<file path="src/design/mrte_pkg.sv">
`default_nettype none
package mrte_pkg;

	typedef enum logic [4:0] {
		OP_ADD = 5'd0, OP_ADDU = 5'd1, OP_SUB = 5'd2, OP_SUBU = 5'd3,
		OP_AND = 5'd4, OP_OR = 5'd5, OP_XOR = 5'd6, OP_MULT = 5'd7,
		OP_MULTU = 5'd8, OP_DIV = 5'd9, OP_DIVU = 5'd10, OP_MFHI = 5'd11,
		OP_MFLO = 5'd12, OP_MTHI = 5'd13, OP_MTLO = 5'd14, OP_SLT = 5'd15,
		OP_SLTU = 5'd16, OP_SLL = 5'd17, OP_SLLV = 5'd18, OP_SRL = 5'd19,
		OP_SRLV = 5'd20, OP_SRA = 5'd21, OP_SRAV = 5'd22, OP_JR = 5'd23,
		OP_JALR = 5'd24
	} op_t;

	localparam logic [1:0] ST_OK = 2'd0;
	localparam logic [1:0] ST_OVF = 2'd1;
	localparam logic [1:0] ST_DIVZ = 2'd2;

	localparam int unsigned WORD_W = 32;
	localparam int unsigned IN_W = 5 + 32 + 32 + 5 + 5 + 32;
	localparam int unsigned IN_BYTES_W = 112;
	localparam int unsigned OUT_W = 1 + 5 + 32 + 2 + 1 + 32;
	localparam int unsigned OUT_BYTES_W = 80;
	localparam int unsigned QUEUE_DEPTH = 2;
	localparam logic [4:0] LINK_REG = 5'd31;
	localparam logic [31:0] LINK_OFFSET = 32'd8;

	// Work classes sorted out by the front end.
	typedef enum logic [1:0] {
		CL_SIMPLE = 2'd0,
		CL_MUL = 2'd1,
		CL_DIV = 2'd2,
		CL_HILO = 2'd3
	} cls_t;

	typedef enum logic [2:0] {
		BK_IDLE, BK_MUL, BK_DIV, BK_DFIX, BK_OUT
	} bk_state_t;

	typedef struct packed {
		cls_t        cls;
		op_t         op;
		logic        sgn;
		logic [31:0] a;
		logic [31:0] b;
		logic [31:0] res;
		logic        we;
		logic [4:0]  wreg;
		logic [1:0]  status;
		logic        jt;
	} job_t;

	typedef struct packed {
		logic        we;
		logic [4:0]  wreg;
		logic [31:0] wval;
		logic [1:0]  status;
		logic        jt;
		logic [31:0] jtarget;
	} res_t;

endpackage
`default_nettype wire

</file>
<file path="src/design/mips_r_type_execute_unit_core.sv">
// R-type execute unit with HI/LO multiply and divide.
// Input channel s_axis_*: one decoded instruction per transaction.
// Output channel m_axis_*: exactly one result transaction per instruction,
// in order. The front end classifies, computes all but multiply, divide and
// HI/LO moves, queues up to two instructions; the back end runs one at a time.
// An instruction passes through the queue, then the back end states: simple
// ops and moves go straight to output, multiply computes HI/LO first, and
// divide makes 32 quotient bits, one per cycle, then a sign fix step. The
// back end takes a new instruction only after the last result is accepted.
// Traps (overflow, zero divisor) write no register and leave HI/LO alone.
// Reset clears HI, LO, the queue and the back end control.
// When the receiver holds m_axis_tready low the result waits; the queue
// keeps accepting until full, then s_axis_tready drops.
`default_nettype none
module mips_r_type_execute_unit_core (
	input  wire logic                         clk,
	input  wire logic                         arst_n,
	input  wire logic                         s_axis_tvalid,
	output logic                              s_axis_tready,
	// action, source_a, source_b, dest_reg, shift_amount, pc_value, zero pad
	input  wire logic [mrte_pkg::IN_BYTES_W-1:0]  s_axis_tdata,
	output logic                              m_axis_tvalid,
	input  wire logic                         m_axis_tready,
	// write_enable, write_reg, write_value, status, jump_taken, jump_target, pad
	output logic [mrte_pkg::OUT_BYTES_W-1:0]  m_axis_tdata
);
	import mrte_pkg::*;

	logic job_valid, job_ready;
	job_t job;
	res_t res;

	mrte_front u_front (
		.clk, .arst_n,
		.in_valid(s_axis_tvalid), .in_ready(s_axis_tready),
		.action(s_axis_tdata[4:0]), .source_a(s_axis_tdata[36:5]),
		.source_b(s_axis_tdata[68:37]), .dest_reg(s_axis_tdata[73:69]),
		.shift_amount(s_axis_tdata[78:74]), .pc_value(s_axis_tdata[110:79]),
		.job_valid, .job_ready, .job
	);

	mrte_back u_back (
		.clk, .arst_n, .job_valid, .job_ready, .job,
		.res_valid(m_axis_tvalid), .res_ready(m_axis_tready), .res
	);

	assign m_axis_tdata = {7'd0, res.jtarget, res.jt, res.status, res.wval,
		res.wreg, res.we};

endmodule
`default_nettype wire

</file>
<file path="src/design/mrte_front.sv">
`default_nettype none
module mrte_front (
	input  wire logic            clk,
	input  wire logic            arst_n,
	input  wire logic            in_valid,
	output logic                 in_ready,
	input  wire logic [4:0]      action,
	input  wire logic [31:0]     source_a,
	input  wire logic [31:0]     source_b,
	input  wire logic [4:0]      dest_reg,
	input  wire logic [4:0]      shift_amount,
	input  wire logic [31:0]     pc_value,
	output logic                 job_valid,
	input  wire logic            job_ready,
	output mrte_pkg::job_t       job
);
	import mrte_pkg::*;

	localparam int unsigned PTR_W = $clog2(QUEUE_DEPTH);

	job_t                 cls_job;
	job_t                 mem_q [QUEUE_DEPTH];
	logic [PTR_W-1:0]     wr_q, rd_q;
	logic [PTR_W:0]       cnt_q;
	logic [4:0]           samt;
	logic [31:0]          sum, dif;
	logic                 push, pop;

	assign in_ready  = (cnt_q != QUEUE_DEPTH[PTR_W:0]);
	assign job_valid = (cnt_q != '0);
	assign job       = mem_q[rd_q];
	assign push      = in_valid && in_ready;
	assign pop       = job_valid && job_ready;

	assign sum = source_a + source_b;
	assign dif = source_a - source_b;

	// Everything but multiply, divide and the HI/LO moves is finished here in one step.
	always_comb begin
		samt = shift_amount;
		cls_job = '0;
		cls_job.op = op_t'(action);
		cls_job.a = source_a;
		cls_job.b = source_b;
		cls_job.wreg = dest_reg;
		cls_job.cls = CL_SIMPLE;
		if (action == OP_SLLV || action == OP_SRLV || action == OP_SRAV)
			samt = source_a[4:0];
		unique case (action)
			OP_ADD: begin
				if ((~(source_a[31] ^ source_b[31])) & (source_a[31] ^ sum[31]))
					cls_job.status = ST_OVF;
				else begin
					cls_job.we = 1'b1;
					cls_job.res = sum;
				end
			end
			OP_ADDU: begin cls_job.we = 1'b1; cls_job.res = sum; end
			OP_SUB: begin
				if ((source_a[31] ^ source_b[31]) & (source_a[31] ^ dif[31]))
					cls_job.status = ST_OVF;
				else begin
					cls_job.we = 1'b1;
					cls_job.res = dif;
				end
			end
			OP_SUBU: begin cls_job.we = 1'b1; cls_job.res = dif; end
			OP_AND: begin cls_job.we = 1'b1; cls_job.res = source_a & source_b; end
			OP_OR: begin cls_job.we = 1'b1; cls_job.res = source_a | source_b; end
			OP_XOR: begin cls_job.we = 1'b1; cls_job.res = source_a ^ source_b; end
			OP_MULT, OP_MULTU: begin
				cls_job.cls = CL_MUL;
				cls_job.sgn = (action == OP_MULT);
			end
			OP_DIV, OP_DIVU: begin
				if (source_b == '0)
					cls_job.status = ST_DIVZ;
				else begin
					cls_job.cls = CL_DIV;
					cls_job.sgn = (action == OP_DIV);
				end
			end
			OP_MFHI, OP_MFLO, OP_MTHI, OP_MTLO: begin
				cls_job.cls = CL_HILO;
				cls_job.we = (action == OP_MFHI || action == OP_MFLO);
			end
			OP_SLT: begin
				cls_job.we = 1'b1;
				cls_job.res = {31'd0, $signed(source_a) < $signed(source_b)};
			end
			OP_SLTU: begin
				cls_job.we = 1'b1;
				cls_job.res = {31'd0, source_a < source_b};
			end
			OP_SLL, OP_SLLV: begin cls_job.we = 1'b1; cls_job.res = source_b << samt; end
			OP_SRL, OP_SRLV: begin cls_job.we = 1'b1; cls_job.res = source_b >> samt; end
			OP_SRA, OP_SRAV: begin
				cls_job.we = 1'b1;
				cls_job.res = $unsigned($signed(source_b) >>> samt);
			end
			OP_JR: cls_job.jt = 1'b1;
			OP_JALR: begin
				cls_job.jt = 1'b1;
				cls_job.we = 1'b1;
				cls_job.wreg = LINK_REG;
				cls_job.res = pc_value + LINK_OFFSET;
			end
			default: cls_job.wreg = '0;
		endcase
		if (!cls_job.we)
			cls_job.wreg = '0;
	end

	always_ff @(posedge clk) begin
		if (push)
			mem_q[wr_q] <= cls_job;
	end

	always_ff @(posedge clk or negedge arst_n) begin
		if (!arst_n) begin
			wr_q <= '0;
			rd_q <= '0;
			cnt_q <= '0;
		end else begin
			if (push)
				wr_q <= (wr_q == PTR_W'(QUEUE_DEPTH - 1)) ? '0 : wr_q + 1'b1;
			if (pop)
				rd_q <= (rd_q == PTR_W'(QUEUE_DEPTH - 1)) ? '0 : rd_q + 1'b1;
			cnt_q <= cnt_q + (PTR_W+1)'(push) - (PTR_W+1)'(pop);
		end
	end

endmodule
`default_nettype wire

</file>
<file path="src/design/mrte_back.sv">
`default_nettype none
module mrte_back (
	input  wire logic            clk,
	input  wire logic            arst_n,
	input  wire logic            job_valid,
	output logic                 job_ready,
	input  wire mrte_pkg::job_t  job,
	output logic                 res_valid,
	input  wire logic            res_ready,
	output mrte_pkg::res_t       res
);
	import mrte_pkg::*;

	bk_state_t    state_q, state_d;
	job_t         job_q;
	logic [31:0]  hi_q, lo_q;
	logic [31:0]  rem_q, quo_q, dvs_q;
	logic [5:0]   cnt_q;
	logic         nega_q, negq_q;
	logic [33:0]  trial;
	logic [32:0]  rem_sh;
	logic signed [65:0] prod;
	logic         take;

	assign take = job_valid && job_ready;
	// One 33-bit signed multiplier serves both signed and unsigned forms.
	assign prod = $signed({job_q.sgn & job_q.a[31], job_q.a})
	            * $signed({job_q.sgn & job_q.b[31], job_q.b});
	assign rem_sh = {rem_q, quo_q[31]};
	assign trial = {1'b0, rem_sh} - {2'b0, dvs_q};

	always_comb begin
		state_d = state_q;
		unique case (state_q)
			BK_IDLE: if (job_valid) begin
				if (job.cls == CL_MUL) state_d = BK_MUL;
				else if (job.cls == CL_DIV) state_d = BK_DIV;
				else state_d = BK_OUT;
			end
			BK_MUL: state_d = BK_OUT;
			BK_DIV: if (cnt_q == 6'd31) state_d = BK_DFIX;
			BK_DFIX: state_d = BK_OUT;
			BK_OUT: if (res_ready) state_d = BK_IDLE;
			default: state_d = BK_IDLE;
		endcase
	end

	always_comb begin
		job_ready = (state_q == BK_IDLE);
		res_valid = (state_q == BK_OUT);
	end

	always_ff @(posedge clk or negedge arst_n) begin
		if (!arst_n) begin
			state_q <= BK_IDLE;
			hi_q <= '0;
			lo_q <= '0;
		end else begin
			state_q <= state_d;
			if (state_q == BK_MUL) begin
				hi_q <= prod[63:32];
				lo_q <= prod[31:0];
			end
			if (state_q == BK_DFIX) begin
				lo_q <= negq_q ? 32'd0 - quo_q : quo_q;
				hi_q <= nega_q ? 32'd0 - rem_q : rem_q;
			end
			if (state_q == BK_OUT && res_ready && job_q.cls == CL_HILO) begin
				if (job_q.op == OP_MTHI) hi_q <= job_q.a;
				if (job_q.op == OP_MTLO) lo_q <= job_q.a;
			end
		end
	end

	// Job capture and restoring divider: one quotient bit per cycle on magnitudes.
	always_ff @(posedge clk) begin
		if (take) begin
			job_q <= job;
			cnt_q <= '0;
			rem_q <= '0;
			nega_q <= job.sgn & job.a[31];
			negq_q <= job.sgn & (job.a[31] ^ job.b[31]);
			quo_q <= (job.sgn && job.a[31]) ? 32'd0 - job.a : job.a;
			dvs_q <= (job.sgn && job.b[31]) ? 32'd0 - job.b : job.b;
		end else if (state_q == BK_DIV) begin
			cnt_q <= cnt_q + 6'd1;
			if (!trial[33]) rem_q <= trial[31:0];
			else rem_q <= rem_sh[31:0];
			quo_q <= {quo_q[30:0], ~trial[33]};
		end
	end

	always_comb begin
		res = '0;
		res.we = job_q.we;
		res.wreg = job_q.wreg;
		res.status = job_q.status;
		res.jt = job_q.jt;
		res.jtarget = job_q.jt ? job_q.a : 32'd0;
		if (job_q.we) begin
			if (job_q.cls == CL_HILO)
				res.wval = (job_q.op == OP_MFHI) ? hi_q : lo_q;
			else
				res.wval = job_q.res;
		end
	end

endmodule
`default_nettype wire

</file>
<file path="config.mk">
export PLATFORM = sky130hd
export DESIGN_NAME = mips_r_type_execute_unit_core
export DESIGN_NICKNAME = d
export VERILOG_FILES = /design/src/design/mrte_pkg.sv /design/src/design/mips_r_type_execute_unit_core.sv /design/src/design/mrte_front.sv /design/src/design/mrte_back.sv
export SDC_FILE = /design/constraint.sdc
export NUM_CORES = 2
export LEC_CHECK = 0
export BUFFER_PORTS_ARGS = -buffer_cell sky130_fd_sc_hd__buf_2
export CAP_MARGIN = 20
export CORE_MARGIN = 2
export CORE_UTILIZATION = 50
export CTS_BUF_LIST = sky130_fd_sc_hd__clkbuf_8
export DETAILED_ROUTE_END_ITERATION = 16
export GPL_ROUTABILITY_DRIVEN = 1
export PLACE_DENSITY = 0.75
export SYNTH_ARGS = -nofsm -noshare
export SYNTH_HDL_FRONTEND = slang
export SYNTH_HIERARCHICAL = 1
export SYNTH_SLANG_ARGS = --single-unit
</file>
<file path="constraint.sdc">
create_clock -name clk -period 10.5 [get_ports clk]
set_input_delay 0.525 -clock clk [delete_from_list [all_inputs] [get_ports clk]]
set_output_delay 0.525 -clock clk [all_outputs]
set_load 0.05 [all_outputs]
</file>
# Yosys cells after proc, flatten, opt, wreduce, memory -nomap -nowiden

Memory sizes are Yosys's and may differ from the RTL's.
Index checks and enable logic that the tools add are counted.

Magnitude comparators: 2
Multiply operators: 1
Reductions and logical operators: 25
Muxes and demuxes: 45
Equality and inequality tests: 39
$add $sub $neg: 13
Shift-type cells: 3
Bitwise logic cells: 15

Operators with widths:

| cell                                              | number |
|---|---|
| two-way mux 32 bit                                | 19 |
| case mux 32 bit (13 select lines)                 | 1 |
| subtractor 1 x 32 -> 32 bit, first input constant | 4 |
| two-way mux 33 bit                                | 2 |
| < comparator 32 bit                               | 2 |
| multiplier 33 x 33 -> 64 bit                      | 1 |
| == test 5 x 4 -> 1 bit, second input constant     | 11 |
| == test 5 bit, second input constant              | 9 |
| subtractor 33 x 32 -> 34 bit                      | 1 |
| adder 32 bit                                      | 1 |
| adder 32 x 4 -> 32 bit, second input constant     | 1 |
| bitwise AND 32 bit                                | 1 |
| logical NOT 32 bit                                | 1 |
| bitwise OR 32 bit                                 | 1 |
| left shift 32 x 5 -> 32 bit                       | 1 |
| right shift 32 x 5 -> 32 bit                      | 1 |
| >>> shifter 32 x 5 -> 32 bit                      | 1 |
| subtractor 32 bit                                 | 1 |
| XOR 32 bit                                        | 1 |
| OR reduction 24 bit                               | 1 |
| == test 5 x 3 -> 1 bit, second input constant     | 4 |
| two-way mux 3 bit                                 | 5 |
| OR reduction 14 bit                               | 1 |
| OR reduction 2 bit                                | 7 |
| 32 further kinds                                  | 65 |

Memories: 1
Flip-flop bits (word level): 288
Bits in writable memories: 226
Output and inout port bits: 82
Input bits: 116

Memories:

| memory        | words | width | rd ports | clocked after Yosys merged registers in | wr ports | line             | source |
|---|---|---|---|---|---|---|---|
| u_front.mem_q | 2     | 113   | 1        | 0                                       | 1        | mrte_front.sv:22 | `job_t mem_q [QUEUE_DEPTH];` |

# Depth between registers and ports, before layout

Word-level depth: 6
Gate-level depth with buffers: 31
Depth with buffers taken out: 28

# Modules after synthesis

Netlist, hierarchy kept.

Modules (own cells, without submodules):

| module                        | instances | sequential area each (um^2) | area each (um^2) | cells each |
|---|---|---|---|---|
| mrte_back                     | 1         | 7782.5                      | 54149.4          | 5835 |
| mrte_front                    | 1         | 6886.6                      | 19088.3          | 2031 |
| mips_r_type_execute_unit_core | 1         | 0.0                         | 56.3             | 8 |

# Worst setup path after synthesis

OpenSTA, ideal clock, no wires.

Path type: register to register
From: register u_back/job_q[104] (netlist bit)
To: register u_back.hi_q[26]
Data required time: 10.380 ns
Setup time: 0.120 ns
Arrival time: 8.006 ns
Stages on the path, launching flop included: 32
Setup slack: 2.374 ns
Cells stage by stage: edfxtp_1 > clkbuf_1 > and2_1 > clkbuf_1 > nand2_1 > inv_1 > fa_1 > inv_1 > fa_1 > inv_1 > fa_1 > fa_1 > inv_1 > fa_1 > inv_1 > fa_1 > inv_1 > fa_1 > fa_1 > inv_1 > ha_1 > clkbuf_1 > nand2_1 > o21a_1 > o21ai_0 > a21o_1 > a21o_1 > or3_1 > o211a_1 > o21ai_1 > nand3_1 > a31o_2

Longest elaborated chain between the ends: 6

Ends and longest elaborated chain:

| element                          | line            | source |
|---|---|---|
| from (decl)                      | mrte_back.sv:15 | `job_t job_q;` |
| from (signal assigned)           | mrte_back.sv:78 | `job_q <= job;` |
| bitwise AND 1 bit                | mrte_back.sv:27 | `assign prod = $signed({job_q.sgn & job_q.a[31], job_q.a})` |
| multiplier 33 x 33 -> 64 bit (*) | mrte_back.sv:28 | `* $signed({job_q.sgn & job_q.b[31], job_q.b});` |
| two-way mux 32 bit (*)           | mrte_back.sv:60 | `if (state_q == BK_MUL) begin` |
| two-way mux 32 bit (*)           | mrte_back.sv:64 | `if (state_q == BK_DFIX) begin` |
| two-way mux 32 bit               | mrte_back.sv:69 | `if (job_q.op == OP_MTHI) hi_q <= job_q.a;` |
| two-way mux 32 bit (*)           | mrte_back.sv:68 | `if (state_q == BK_OUT && res_ready && job_q.cls == CL_HILO) begin` |
| to (signal assigned)             | mrte_back.sv:61 | `hi_q <= prod[63:32];` |
| to (signal assigned)             | mrte_back.sv:66 | `hi_q <= nega_q ? 32'd0 - rem_q : rem_q;` |
| to (signal assigned)             | mrte_back.sv:69 |  |
| to (decl)                        | mrte_back.sv:16 | `logic [31:0] hi_q, lo_q;` |

Mark *: on every way between the ends. The rest lies on a longest branch, timed or not.
A chain may end at the register's enable or synchronous reset.

# Final worst setup path

From: register u_back/job_q[104] (netlist bit)
To: register u_back.hi_q[27]

Same word-level chain as after synthesis.

==> reports/metrics.yaml <==
timing:
  tightest_slew_ps: 1240
  slew_viol_final: 0
  skew_ps: 53.6
  period_share_pct: 93.5
  min_period_ps: 9810
  finalHoldViolations: 0
  relSlewSlack_pct: 17.3
  setup_tns_ps: 0
  setup_violations: 0
  rsz0062_at_grt: "no"
  max_clock_freq_ghz: 0.102
logic_synthesis:
  synth_area_per_cell_um2: 9.31
  syn_inst: 7874
  ys.flop_type: "edfxtp_1"
  synth_edf_count: 404
  yosysWarnings: 6
  ys_ff_latch: 513
  ys_seq_area_share_pct: 20.0
  synth-async-reset-ratio_pct: 13.8
  yosysUniqueCellTypes: 104
  syn_area_um2: 73300
run:
  maxCapViolCount: 0
cells_and_area:
  drive_above_1_share_pct: 9.21
  area_growth_pct: 5.96
  fin_nets: 9426
placed_design:
  port_buffers: 189
  hpwl_um: 204000
  gp_congestion: 1.05
cts:
  cts_tree: "done"
  cts_max_level: 3
  cts_root_buffer: "clkbuf_8"
  ctsResizeCount: 0
  cts_made_buffers: 83
  worst_skew_pair.late_latency_ps: 710
  clk_pin_slew_ps: 70
  cts_sinks: 513
  max-clock-path-buffers: 3
worst_setup_path:
  timing.rr.end: "u_back/hi_q[27]"
  path_class: "flip-flop to flip-flop"
  ff2ff_path_depth: 25
  critPathMaxStageDelay_ps: 720
  arrival_ps: 10340
  cp.required_ps: 11030
  slowest_stage: "nor3b_1"
  critPathLaunchType: "flip-flop"
  critical_path_peak_fanout: 47
  timing.rr.start: "u_back/job_q[104]"
  worst_path_most_repeated_cell: "fa_1"
  rrSetupSlack_ps: 690
  critPathCaptureType: "flip-flop"
global_routing:
  grt_pass1_wl_um: 384000
  antenna_found_initial: 18
  grtUsageTotal_pct: 34.0
  grt_remaining_overflow: 0
  grt_max_degree: 194
  grt_pass1_vias: 61100
hold_path:
  hp-start: "s_axis_tdata[13]"
  whs_path_depth: 1
  hold_path_end: "u_front/mem_q[0][81]"
  hold_path.class: "input pin to flip-flop"
detailed_routing:
  drt_iter0_drc: 5846
  drtAntennaViolNets: 0
  routed_via_density: 6.02
  vias: 59000
  drc: 0
  wirelength_um: 254000
  wl_per_cell_um: 25.9
  drt-pass1-iter-count: 9
floorplan:
  core-area_um2: 146000
  chipHeight_um: 387
  die_w_um: 387
  dieArea_um2: 150000
  initial_core_util_pct: 50.4
  num_io_pins: 198
  num_rows: 140
status:
  outcome: "finished clean"
-- area by class of cell --
class                           instances  area [um^2]
Inverter                             1289         4840
Antenna cell                            5         12.5
Fill cell                           12900        67900
Sequential cell                       513        14700
Tap cell                             1917         2400
Timing Repair Buffer                  360         2270
Multi-Input combinational cell       5575        51900
Clock inverter                         63          374
Clock buffer                           86         1180
-- timing repair --
action	in CTS	in global routing
setup buffers	0	0
hold endpoints to repair	13	0
hold buffers	1	0
-- registers in the layout, summed over array words and instances, names as in the netlist --
name / cells
u_back/job_q: 104
u_front/wr_q: 1
u_back/rem_q: 32
u_back/res: 9
u_back/state_q: 3
u_back/negq_q: 1
u_back/hi_q: 32
u_back/nega_q: 1
u_front/mem_q: 226
u_back/quo_q: 32
u_back/dvs_q: 31
u_front/rd_q: 1
u_front/cnt_q: 2
u_back/cnt_q: 6
u_back/lo_q: 32
-- Yosys cell counts (all sizes together), types with 93 or more instances --
cell       n  area [um^2]
nor2     333         1250
and2     401         2510
a21oi    366         1840
ha       360         4500
fa      1128        22600
xor2     109          955
mux2     127         1430
o21ai    280         1420
inv     1289         4840
edfxtp   404        12100
clkbuf   422         1580
nand2   1015         3810
a21o      93          698
xnor2    147         1290
nor3     119          611
-- worst max-delay path: cells and delay by family (launching register included) --
| family | cells | cell delay [ps] |
|---|---|---|
| compound gates | 4 | 1120 |
| xor+xnor | 1 | 140 |
| fa+ha+maj | 9 | 4600 |
| buf+inv | 5 | 1190 |
| flops | 1 | 620 |
| simple gates | 6 | 1930 |
-- layout by cell type, fill, tap and decap left out, types with 23 or more instances in the layout --
master    count
nand4_1      44
nand3_1      86
mux2i_1      71
a31oi_1      40
o21ai_0     256
buf_2       188
nor2_1      327
nor4_1       35
clkbuf_8     86
o221ai_1     29
nor3_1      110
and2_1      399
mux2_2      127
or3_1        31
dfxtp_1      38
dfrtp_1      69
o21bai_1     27
nand2_1    1013
a21oi_1     365
and3_1       50
ha_1        360
o211a_1      35
xor2_1      109
edfxtp_1    404
mux4_2       23
o211ai_1     51
a211oi_1     80
a21o_1       93
o31ai_1      37
inv_1      1319
o22ai_1      33
xnor2_1     147
fa_1       1128
buf_4       168
a221oi_1     38
nand2b_1     30
-- worst max path at each step --
stage	slack [ps]	depth (start not counted)	startpoint	to
after floorplan	2370	31	u_back/job_q[104]	u_back/hi_q[26]
after global placement	970	25	u_back/job_q[104]	u_back/hi_q[27]
after detailed placement	860	25	u_back/job_q[104]	u_back/hi_q[27]
after CTS	770	25	u_back/job_q[104]	u_back/hi_q[27]
after global routing	400	25	u_back/job_q[104]	u_back/hi_q[27]
final	690	25	u_back/job_q[104]	u_back/hi_q[27]
-- cells by family (layout without fill, tap and decap cells) --
family	after synthesis	after routing	share of synthesized area [%]
compound gates	1346	1346	12.4
buf+inv	1792	1798	9.37
xor+xnor	256	256	3.06
mux	222	222	3.64
fa+ha+maj	1489	1489	37.0
other cells	1	12	0.00512
flops	513	513	20.0
simple gates	2255	2255	14.6
-- metal layers --
layer	part of all wire (%)	routed length (um)	track usage (%)
met2	46	117000	54.6
met4	6.9	17600	20.1
met5	0.017	42	0
met1	39	98400	43.5
met3	8.2	20900	5.61
-- through the flow --
step                util, %  area, um^2  setup WS [ps]  hold slack, ps  cells
floorplan                 -       73300           2370             229   7880
global placement       52.2       76000            975             410   9651
detailed placement     52.2       76000            865             410   9651
CTS                    53.3       77600            768             100   9801
global route           53.3       77700            396             121   9805
finish                 53.4       77700            687             161   9808
Power is not shown: default switching activity piles up to over one toggle a cycle in this logic, so the estimate is an artifact.
